File: config.mk
export PLATFORM = sky130hd
export DESIGN_NAME = pwm_duty_load_monitor
export DESIGN_NICKNAME = d
export VERILOG_FILES = /design/src/pdlm_pkg.sv /design/src/pdlm_ctrl.sv /design/src/pdlm_dp.sv /design/src/pwm_duty_load_monitor.sv
export VERILOG_INCLUDE_DIRS = /design/src /design/src/src
export SDC_FILE = /design/constraint.sdc
export NUM_CORES = 2
export LEC_CHECK = 0
export BUFFER_PORTS_ARGS = -buffer_cell sky130_fd_sc_hd__buf_2
export CAP_MARGIN = 5
export CELL_PAD_IN_SITES_DETAIL_PLACEMENT = 0
export CELL_PAD_IN_SITES_GLOBAL_PLACEMENT = 1
export CORE_ASPECT_RATIO = 1.25
export CORE_MARGIN = 5
export CORE_UTILIZATION = 54
export CTS_CLUSTER_SIZE = 40
export DETAILED_ROUTE_END_ITERATION = 10
export PLACE_DENSITY = 0.9
export SLEW_MARGIN = 20
export SYNTH_ARGS = -nofsm -noshare
export SYNTH_HDL_FRONTEND = slang
export SYNTH_SLANG_ARGS = --single-unit
File: constraint.sdc
create_clock -name clk -period 20.4 [get_ports clk]
set_input_delay 0 -clock clk [delete_from_list [all_inputs] [get_ports clk]]
set_output_delay 0 -clock clk [all_outputs]
set_load 0.02 [all_outputs]
File: src/assert_macros.svh
// Assertion macros shared by the monitor RTL.
// No dependencies; the checks vanish when SYNTHESIS is defined.
`ifndef ASSERT_MACROS_SVH
`define ASSERT_MACROS_SVH
`ifndef SYNTHESIS
`define ASSERT_IMPL(lbl, clk_s, rst_s, a, c) \
  lbl: assert property (@(posedge clk_s) disable iff (rst_s) (a) |-> (c)) \
    else $error("assertion failed");
`define ASSERT_NEXT(lbl, clk_s, rst_s, a, c) \
  lbl: assert property (@(posedge clk_s) disable iff (rst_s) (a) |=> (c)) \
    else $error("assertion failed");
`else
`define ASSERT_IMPL(lbl, clk_s, rst_s, a, c)
`define ASSERT_NEXT(lbl, clk_s, rst_s, a, c)
`endif
`endif

File: src/pdlm_pkg.sv
// Package for the duty load monitor: states, command struct, constants.
// Used by the controller, datapath and top level.
package pdlm_pkg;
  localparam int OUT_CH   = 4;
  localparam int QUO_BITS = 16;
  localparam logic [15:0] HALF_Q88 = 16'd12800;
  localparam logic [8:0]  LOAD_MAX = 9'd511;

  localparam logic [2:0] REG_MOTOR_COUNT = 3'd0;
  localparam logic [2:0] REG_MON_ENABLE  = 3'd1;
  localparam logic [2:0] REG_TIMEOUT     = 3'd2;
  localparam logic [2:0] REG_ADJUST0     = 3'd3;
  localparam logic [2:0] REG_ADJUST3     = 3'd6;

  localparam logic [2:0]  RST_MOTOR_COUNT = 3'd3;
  localparam logic [19:0] RST_TIMEOUT     = 20'd10000;
  localparam logic [15:0] RST_ADJUST      = 16'd22144;

  localparam logic [1:0] ST_MEASURED  = 2'd0;
  localparam logic [1:0] ST_STATIC    = 2'd1;
  localparam logic [1:0] ST_NO_SIGNAL = 2'd2;
  localparam logic [1:0] ST_NOT_MON   = 2'd3;

  typedef enum logic [2:0] {
    S_IDLE, S_MUL, S_DIV, S_FIN, S_PUSH
  } state_t;

  typedef struct packed {
    logic       tick;
    logic       mul;
    logic       div;
    logic       fin;
    logic       push;
    logic [1:0] ch;
  } cmd_t;
endpackage

File: src/pdlm_ctrl.sv
// Controller: sequences tick update, per-channel multiply/divide and result push.
// Depends on pdlm_pkg.
module pdlm_ctrl (
  input  logic          clk,
  input  logic          rst,
  input  logic          s_tvalid,
  output logic          s_tready,
  output logic          m_tvalid,
  input  logic          m_tready,
  output pdlm_pkg::cmd_t cmd
);
  import pdlm_pkg::*;

  state_t state, state_next;
  logic [1:0] ch;
  logic [3:0] step;
  logic       out_valid;

  always_comb begin
    state_next = state;
    unique case (state)
      S_IDLE: if (s_tvalid) state_next = S_MUL;
      S_MUL:  state_next = S_DIV;
      S_DIV:  if (step == 4'(QUO_BITS - 1)) state_next = S_FIN;
      S_FIN:  state_next = (ch == 2'(OUT_CH - 1)) ? S_PUSH : S_MUL;
      S_PUSH: if (!out_valid || m_tready) state_next = S_IDLE;
      default: state_next = S_IDLE;
    endcase
  end

  always_comb begin
    cmd      = '0;
    cmd.ch   = ch;
    s_tready = 1'b0;
    unique case (state)
      S_IDLE: begin
        s_tready = 1'b1;
        cmd.tick = s_tvalid;
      end
      S_MUL:  cmd.mul  = 1'b1;
      S_DIV:  cmd.div  = 1'b1;
      S_FIN:  cmd.fin  = 1'b1;
      S_PUSH: cmd.push = !out_valid || m_tready;
      default: ;
    endcase
  end

  assign m_tvalid = out_valid;

  always_ff @(posedge clk) begin
    if (rst) begin
      state     <= S_IDLE;
      ch        <= '0;
      step      <= '0;
      out_valid <= 1'b0;
    end else begin
      state <= state_next;
      if (state == S_IDLE) ch <= '0;
      else if (state == S_FIN) ch <= ch + 2'd1;
      if (state == S_DIV) step <= step + 4'd1;
      else step <= '0;
      if (cmd.push) out_valid <= 1'b1;
      else if (m_tready) out_valid <= 1'b0;
    end
  end
endmodule

File: src/pdlm_dp.sv
// Datapath: config registers, run timers, multiplier, restoring divider, load.
// Depends on pdlm_pkg; driven by pdlm_ctrl commands.
module pdlm_dp #(
  parameter int CHANNELS   = 4,
  parameter int TIMER_BITS = 20
) (
  input  logic           clk,
  input  logic           rst,
  input  pdlm_pkg::cmd_t cmd,
  input  logic [3:0]     pins,
  input  logic           cfg_we,
  input  logic [2:0]     cfg_index,
  input  logic [19:0]    cfg_data,
  output logic [47:0]    result
);
  import pdlm_pkg::*;

  localparam int RW = TIMER_BITS + 1;           // run length / width
  localparam int CW = (RW > 20) ? RW : 20;      // compare width
  localparam int PDW = RW + 1;                  // period
  localparam int PW = RW + QUO_BITS;            // product / remainder

  logic [2:0]  motor_count;
  logic        mon_en;
  logic [19:0] timeout;
  logic [15:0] adjust [OUT_CH];

  logic          last_level [CHANNELS];
  logic [RW-1:0] run_len    [CHANNELS];
  logic          counted    [CHANNELS];
  logic [RW-1:0] low_w      [CHANNELS];
  logic [RW-1:0] high_w     [CHANNELS];

  logic          last_level_next [CHANNELS];
  logic [RW-1:0] run_len_next    [CHANNELS];
  logic          counted_next    [CHANNELS];
  logic [RW-1:0] low_w_next      [CHANNELS];
  logic [RW-1:0] high_w_next     [CHANNELS];

  always_ff @(posedge clk) begin
    if (rst) begin
      motor_count <= RST_MOTOR_COUNT;
      mon_en      <= 1'b1;
      timeout     <= RST_TIMEOUT;
      for (int i = 0; i < OUT_CH; i++) adjust[i] <= RST_ADJUST;
    end else if (cfg_we) begin
      if (cfg_index == REG_MOTOR_COUNT) motor_count <= cfg_data[2:0];
      else if (cfg_index == REG_MON_ENABLE) mon_en <= cfg_data[0];
      else if (cfg_index == REG_TIMEOUT) timeout <= cfg_data;
      else if (cfg_index >= REG_ADJUST0 && cfg_index <= REG_ADJUST3)
        adjust[2'(cfg_index - REG_ADJUST0)] <= cfg_data[15:0];
    end
  end

  // per-channel run timing, all channels in parallel
  always_comb begin
    logic lvl;
    logic [RW-1:0] w;
    for (int n = 0; n < CHANNELS; n++) begin
      lvl = (n < 4) ? pins[n] : 1'b1;
      last_level_next[n] = last_level[n];
      run_len_next[n]    = run_len[n];
      counted_next[n]    = counted[n];
      low_w_next[n]      = low_w[n];
      high_w_next[n]     = high_w[n];
      w = (CW'(run_len[n]) > CW'(timeout)) ? '0 : run_len[n];
      if (lvl == last_level[n]) begin
        if (run_len[n] != {RW{1'b1}}) run_len_next[n] = run_len[n] + 1'b1;
      end else begin
        if (counted[n]) begin
          if (!last_level[n]) low_w_next[n] = w;
          else high_w_next[n] = w;
        end
        counted_next[n]    = 1'b1;
        run_len_next[n]    = RW'(1);
        last_level_next[n] = lvl;
      end
      if (CW'(run_len_next[n]) > CW'(timeout)) begin
        low_w_next[n]  = '0;
        high_w_next[n] = '0;
      end
    end
  end

  always_ff @(posedge clk) begin
    if (rst) begin
      for (int n = 0; n < CHANNELS; n++) begin
        last_level[n] <= 1'b1;
        run_len[n]    <= '0;
        counted[n]    <= 1'b0;
        low_w[n]      <= '0;
        high_w[n]     <= '0;
      end
    end else if (cmd.tick) begin
      last_level <= last_level_next;
      run_len    <= run_len_next;
      counted    <= counted_next;
      low_w      <= low_w_next;
      high_w     <= high_w_next;
    end
  end

  // selected channel
  logic [RW-1:0] sel_low, sel_high;
  logic          sel_lvl, ch_mon;
  always_comb begin
    sel_low  = '0;
    sel_high = '0;
    sel_lvl  = 1'b1;
    for (int i = 0; i < CHANNELS; i++) begin
      if (4'(i) == {2'b00, cmd.ch}) begin
        sel_low  = low_w[i];
        sel_high = high_w[i];
        sel_lvl  = last_level[i];
      end
    end
    ch_mon = mon_en && ({2'b00, cmd.ch} < 4'(CHANNELS)) && ({1'b0, cmd.ch} < motor_count);
  end

  // multiply then restoring division, one quotient bit a cycle
  logic [PDW-1:0]      period;
  logic [PW-1:0]       rem, dsr;
  logic [QUO_BITS-1:0] quo;

  always_ff @(posedge clk) begin
    if (cmd.mul) begin
      period <= PDW'(sel_low) + PDW'(sel_high);
      rem    <= PW'(sel_low) * PW'(adjust[cmd.ch]);
      dsr    <= PW'(PDW'(sel_low) + PDW'(sel_high)) << (QUO_BITS - 1);
      quo    <= '0;
    end else if (cmd.div) begin
      if (rem >= dsr) begin
        rem <= rem - dsr;
        quo <= {quo[QUO_BITS-2:0], 1'b1};
      end else begin
        quo <= {quo[QUO_BITS-2:0], 1'b0};
      end
      dsr <= dsr >> 1;
    end
  end

  // load from duty
  logic [15:0] diff;
  logic [17:0] rsum;
  logic [8:0]  load_val;
  always_comb begin
    diff     = (quo >= HALF_Q88) ? quo - HALF_Q88 : HALF_Q88 - quo;
    rsum     = {1'b0, diff, 1'b0} + 18'd128;
    load_val = rsum[17] ? LOAD_MAX : rsum[16:8];
  end

  logic [8:0] ld   [OUT_CH];
  logic [1:0] st   [OUT_CH];
  logic       fail;

  always_ff @(posedge clk) begin
    if (cmd.tick) fail <= 1'b0;
    if (cmd.fin) begin
      if (!ch_mon) begin
        st[cmd.ch] <= ST_NOT_MON;
        ld[cmd.ch] <= '0;
      end else if (period != '0) begin
        st[cmd.ch] <= ST_MEASURED;
        ld[cmd.ch] <= load_val;
      end else if (!sel_lvl) begin
        st[cmd.ch] <= ST_STATIC;
        ld[cmd.ch] <= '0;
      end else begin
        st[cmd.ch] <= ST_NO_SIGNAL;
        ld[cmd.ch] <= '0;
        fail       <= 1'b1;
      end
    end
    if (cmd.push)
      result <= {3'b000, fail, st[3], st[2], st[1], st[0], ld[3], ld[2], ld[1], ld[0]};
  end
endmodule

File: src/pwm_duty_load_monitor.sv
// One input item is one sample tick of four active-low feedback lines; one result
// carries load and status of every channel. Items are handled one at a time:
// each channel passes through a multiply step, the shared restoring divider and
// a finishing step, in sequence; the push then waits while the output is held.
// The first partial run after reset is discarded. Depends on pdlm_pkg,
// pdlm_ctrl, pdlm_dp and assert_macros.svh.
`include "assert_macros.svh"
module pwm_duty_load_monitor #(
  parameter int CHANNELS   = 4,
  parameter int TIMER_BITS = 20
) (
  input  logic        clk,
  input  logic        rst,
  input  logic        s_tvalid,
  output logic        s_tready,
  input  logic [7:0]  s_tdata,   // [3:0] pin_levels
  output logic        m_tvalid,
  input  logic        m_tready,
  output logic [47:0] m_tdata,   // load_ch0..3 (9 each), status_ch0..3 (2 each),
                                 // motor_failure, zero fill
  input  logic        cfg_we,
  input  logic [2:0]  cfg_index,
  input  logic [19:0] cfg_data
);
  import pdlm_pkg::*;

  cmd_t cmd;

  pdlm_ctrl u_ctrl (
    .clk, .rst, .s_tvalid, .s_tready, .m_tvalid, .m_tready, .cmd
  );

  pdlm_dp #(.CHANNELS(CHANNELS), .TIMER_BITS(TIMER_BITS)) u_dp (
    .clk, .rst, .cmd, .pins(s_tdata[3:0]), .cfg_we, .cfg_index, .cfg_data,
    .result(m_tdata)
  );

  `ASSERT_NEXT(a_leave_idle, clk, rst, s_tvalid && s_tready, !s_tready)
  `ASSERT_IMPL(a_fail_has_cause, clk, rst, m_tvalid && m_tdata[44], m_tdata[37:36] == ST_NO_SIGNAL || m_tdata[39:38] == ST_NO_SIGNAL || m_tdata[41:40] == ST_NO_SIGNAL || m_tdata[43:42] == ST_NO_SIGNAL)
  `ASSERT_IMPL(a_load_only_measured, clk, rst, m_tvalid && m_tdata[37:36] != ST_MEASURED, m_tdata[8:0] == 9'd0)
endmodule

==> qor.csv <==
metric;value;unit
core utilization of the finished layout;59.3;%
share of power burned in the clock network;39.8;%
top-level port count;86;
total of endpoints with negative setup slack in the final report;0;
synthesized area per cell;9.01;um^2
synthesized instance count;4584;
initial core utilization;54.4;%
run status;finished, final reports clean;
Critical Path Start Type;flip-flop;
final worst clock skew;0.0275;ns
Sequential Power Share;43.1;%
Filler cells;6658;
type of the tightest min-delay check;input pin to flip-flop;
slowest cell on the critical path;sky130_fd_sc_hd__a21oi_1;
initial DRC count;2710;
DRC Markers;0;
number of synthesized register bits;562;
antenna violations before repair;0;
capturing element type of the critical path;flip-flop;
leakage power total;19.4;nW
DR vias;33200;
data arrival time of the critical path;10.03;ns
slew of the pin with the lowest slew margin;1.22;ns
top cells by area in the synthesized netlist;sky130_fd_sc_hd__edfxtp_1 17%, sky130_fd_sc_hd__dfxtp_1 16%, sky130_fd_sc_hd__fa_1 13%;
maximum frequency from static timing analysis;103;MHz
wirelength, routed;115000;um
die area;82200;um^2
weighted congestion reported at the end of routability-driven placement;0.891;
most common flop cell mapped by yosys;sky130_fd_sc_hd__dfxtp_1;
clock slew seen by the registers of the worst setup and hold paths;0.07;ns
total net switching power;0.827;mW
unrepaired setup endpoints after global routing;false;
global-route wire length before repair;180000;um
number of hold violations in the final report;0;
net count of the finished layout;5220;
most frequent cell on the critical path;sky130_fd_sc_hd__fa_1;
global route overflow;0;
height of the die;319;um
final worst-path cycle share;47.5;%
number of nets with antenna violations after routing;0;
classification of the worst setup path;flip-flop to flip-flop;
required time of the critical path;20.73;ns
largest fanout of any net on the critical path;87;
Max-Slew Margin vs Limit;18.3;%
clock buffer count from CTS;58;
number of slew-limit violations in the final report;0;
Std-Cell Rows;113;
width of the die;257;um
number of unique standard cell types used by synthesis;90;
clock latency at the later pin of the worst-skew pair;0.65;ns
final critical-path required period;9.69;ns
cell-internal power;2.09;mW
number of global-route vias before repair;32800;
half-perimeter wire length after detailed placement;83900;um
number of synthesized flops with an enable pin;234;
total power density per cell area;64.7;nW/um^2
# H-tree levels;2;
switching fraction of total power;28.4;%
maximum vdd ir drop;0.0000729;V
share of cells above drive strength 1;6.73;%
post-detailed-route via-to-cell ratio;5.93;
maximum root-to-sink buffer count;3;
warning count from the yosys run;0;
number of search-and-repair iterations in the first detailed-routing pass;6;
number of buffers inserted by post-CTS setup repair;0;
cell taking the most area after synthesis;sky130_fd_sc_hd__edfxtp_1;
maximum number of pins on one net before global-route repair;88;
Tot GR Track Use;27.3;%
post-synthesis cell area;41300;um^2
number of clock sinks seen by CTS;562;
clock tree from TritonCTS;built;
async set or reset register ratio after synthesis;0;%
MaxCap Viol Count;0;
fraction of post-synthesis cell area in the top cell type by area;17.0;%
share of total power in combinational logic;17.2;%
count of port buffers added during placement;78;
TNS Setup;0;ns
area inside the core boundary;75900;um^2
clock root cell;sky130_fd_sc_hd__clkbuf_16;
peak per-stage delay on the critical path;0.69;ns
layout overhead on the synthesized area;8.99;%
sequential cell area fraction in the yosys report;32.9;%
wire length per cell after detailed routing;20.5;um
==> kinds of logic after synthesis <==
family / count (synthesis) / share of synthesized area, %
compound gates: 1008 / 15.6
xor+xnor: 165 / 3.50
fa+ha+maj: 610 / 23.3
buf+inv: 697 / 6.43
flops: 562 / 32.9
mux: 38 / 1.25
other cells: 1 / 0.00908
simple gates: 1503 / 17.0
==> metrics by stage <==
stage | hold slack (ns) | setup WS, ns | total power [mW] | instance area (um^2) | std cells
after floorplan | 0.124 | 12.39 | 1.64 | 41300 | 4586
after global placement | 0.250 | 10.82 | 1.75 | 42500 | 5447
after detailed placement | 0.254 | 10.68 | 1.76 | 42500 | 5447
after CTS | 0.147 | 10.67 | 2.92 | 45000 | 5600
after global routing | 0.199 | 10.13 | 3.03 | 45000 | 5600
final | 0.176 | 10.71 | 2.91 | 45000 | 5601
==> final timing paths <==
kind,startpoint,to,slack (ns),cells past startpoint
setup / recovery,u_ctrl.ch[1]$_SDFFE_PP0P_,u_dp.rem[32]$_DFFE_PP_,10.71,31
hold / removal,s_tdata[2],u_dp.last_level[1]$_SDFFE_PP1P_,0.18,4
setup reg to reg,u_ctrl.ch[1]$_SDFFE_PP0P_,u_dp.rem[32]$_DFFE_PP_,10.71,31
hold reg to reg,u_dp.ld[3][4]$_DFFE_PP_,m_tdata[31]$_DFFE_PP_,0.42,0
==> cell usage in the layout, fill, tap and decap left out, drive strengths merged, types with 11 or more instances in the layout <==
cell type      n
and2         152
nand4         54
or3           24
ha           344
xnor2        108
nand3b        17
clkinv        19
nor4          33
nor2b         23
a32o          41
nor3          51
nor2         418
a211oi        22
o211ai        15
edfxtp       234
o21ai        246
a22o          92
a21oi        319
o22ai         26
dlygate4sd3   44
o21bai        11
xor2          57
and4          16
dfxtp        328
a31oi         20
nand2b        39
and3          25
a21o          86
o21a          35
fa           266
nand2        559
inv          451
buf          134
clkbuf        70
mux2i         19
nand3         60
a22oi         22
==> synth_stat cells, drive strengths merged (8+ instances only) <==
master	count
nand3	60
inv	445
nor2	418
buf	42
o31ai	10
nand2b	39
ha	344
nand3b	17
o21ai	246
a211oi	22
edfxtp	234
a22oi	22
mux2	9
a22o	92
a32o	41
clkbuf	208
a31oi	20
and4	16
xnor2	108
nor4	33
o21a	35
fa	266
nand2	559
o21bai	11
nor3b	9
mux2i	19
dfxtp	328
o22ai	26
or3	24
o211ai	15
nor2b	23
mux4	10
xor2	57
or4	8
nor3	51
a21oi	319
and2	152
and3	25
nand4	54
a21o	86
==> per-layer routing <==
metal | share of wire, % | vias to the layer above | global-route usage [%]
met3 | 5.6 | 342 | 3.29
met4 | 5.6 | 0 | 13.0
met5 | 0 | - | 0
met1 | 39 | 16200 | 33.4
li1 | - | 15600 | -
met2 | 50 | 1074 | 48.1
==> sequential cells by signal, summed over array words and instances, names as in the netlist, named ones only <==
register / flops
m_tdata: 44
u_dp.period: 22
u_dp.last_level: 4
u_dp.low_w: 84
u_dp.quo: 16
u_dp.timeout: 20
u_dp.motor_count: 3
u_dp.mon_en: 1
u_dp.dsr: 37
u_dp.run_len: 84
u_dp.rem: 37
u_ctrl.ch: 2
u_dp.fail: 1
u_dp.result: 1
u_dp.adjust: 64
u_ctrl.state: 3
u_ctrl.step: 4
u_ctrl.m_tvalid: 1
u_dp.st: 8
u_dp.ld: 36
u_dp.counted: 4
u_dp.high_w: 84
==> repair_timing <==
action | CTS | global route
gates resized for setup | 0 | 0
hold buffers | 44 | 0
endpoints found under the hold margin | 116 | 0
endpoints found under the setup margin | 0 | 0
==> power groups by stage <==
stage	clock network [mW]	logic [mW]	registers (mW)
floorplan	0	0.365	1.27
global placement	0	0.478	1.28
detailed placement	0	0.486	1.28
CTS	1.17	0.495	1.25
global route	1.22	0.548	1.26
finish	1.16	0.500	1.25
==> cell type report <==
| cell class | instances | area [um^2] | area share, % |
|---|---|---|---|
| inverter | 447 | 1680 | 3.73 |
| tap | 977 | 1220 | 2.72 |
| multi-input combinational | 3327 | 25200 | 55.9 |
| antenna | 1 | 2.50 | 0.00556 |
| clock inverter | 39 | 475 | 1.06 |
| sequential | 562 | 13600 | 30.2 |
| clock buffer | 70 | 1620 | 3.61 |
| timing repair buffer | 178 | 1250 | 2.78 |
==> worst max-delay path, delay by kind of cell (launching register included) <==
kind / cells / cell delay (ns)
AO/OA/AOI/OAI: 11 / 3.07
adder cells (fa/ha/maj): 8 / 3.67
buffers and inverters: 6 / 1.47
flip-flops: 1 / 0.35
multiplexers: 1 / 0.11
AND/OR/NAND/NOR: 5 / 0.67
(Power assumes the default switching activity.)
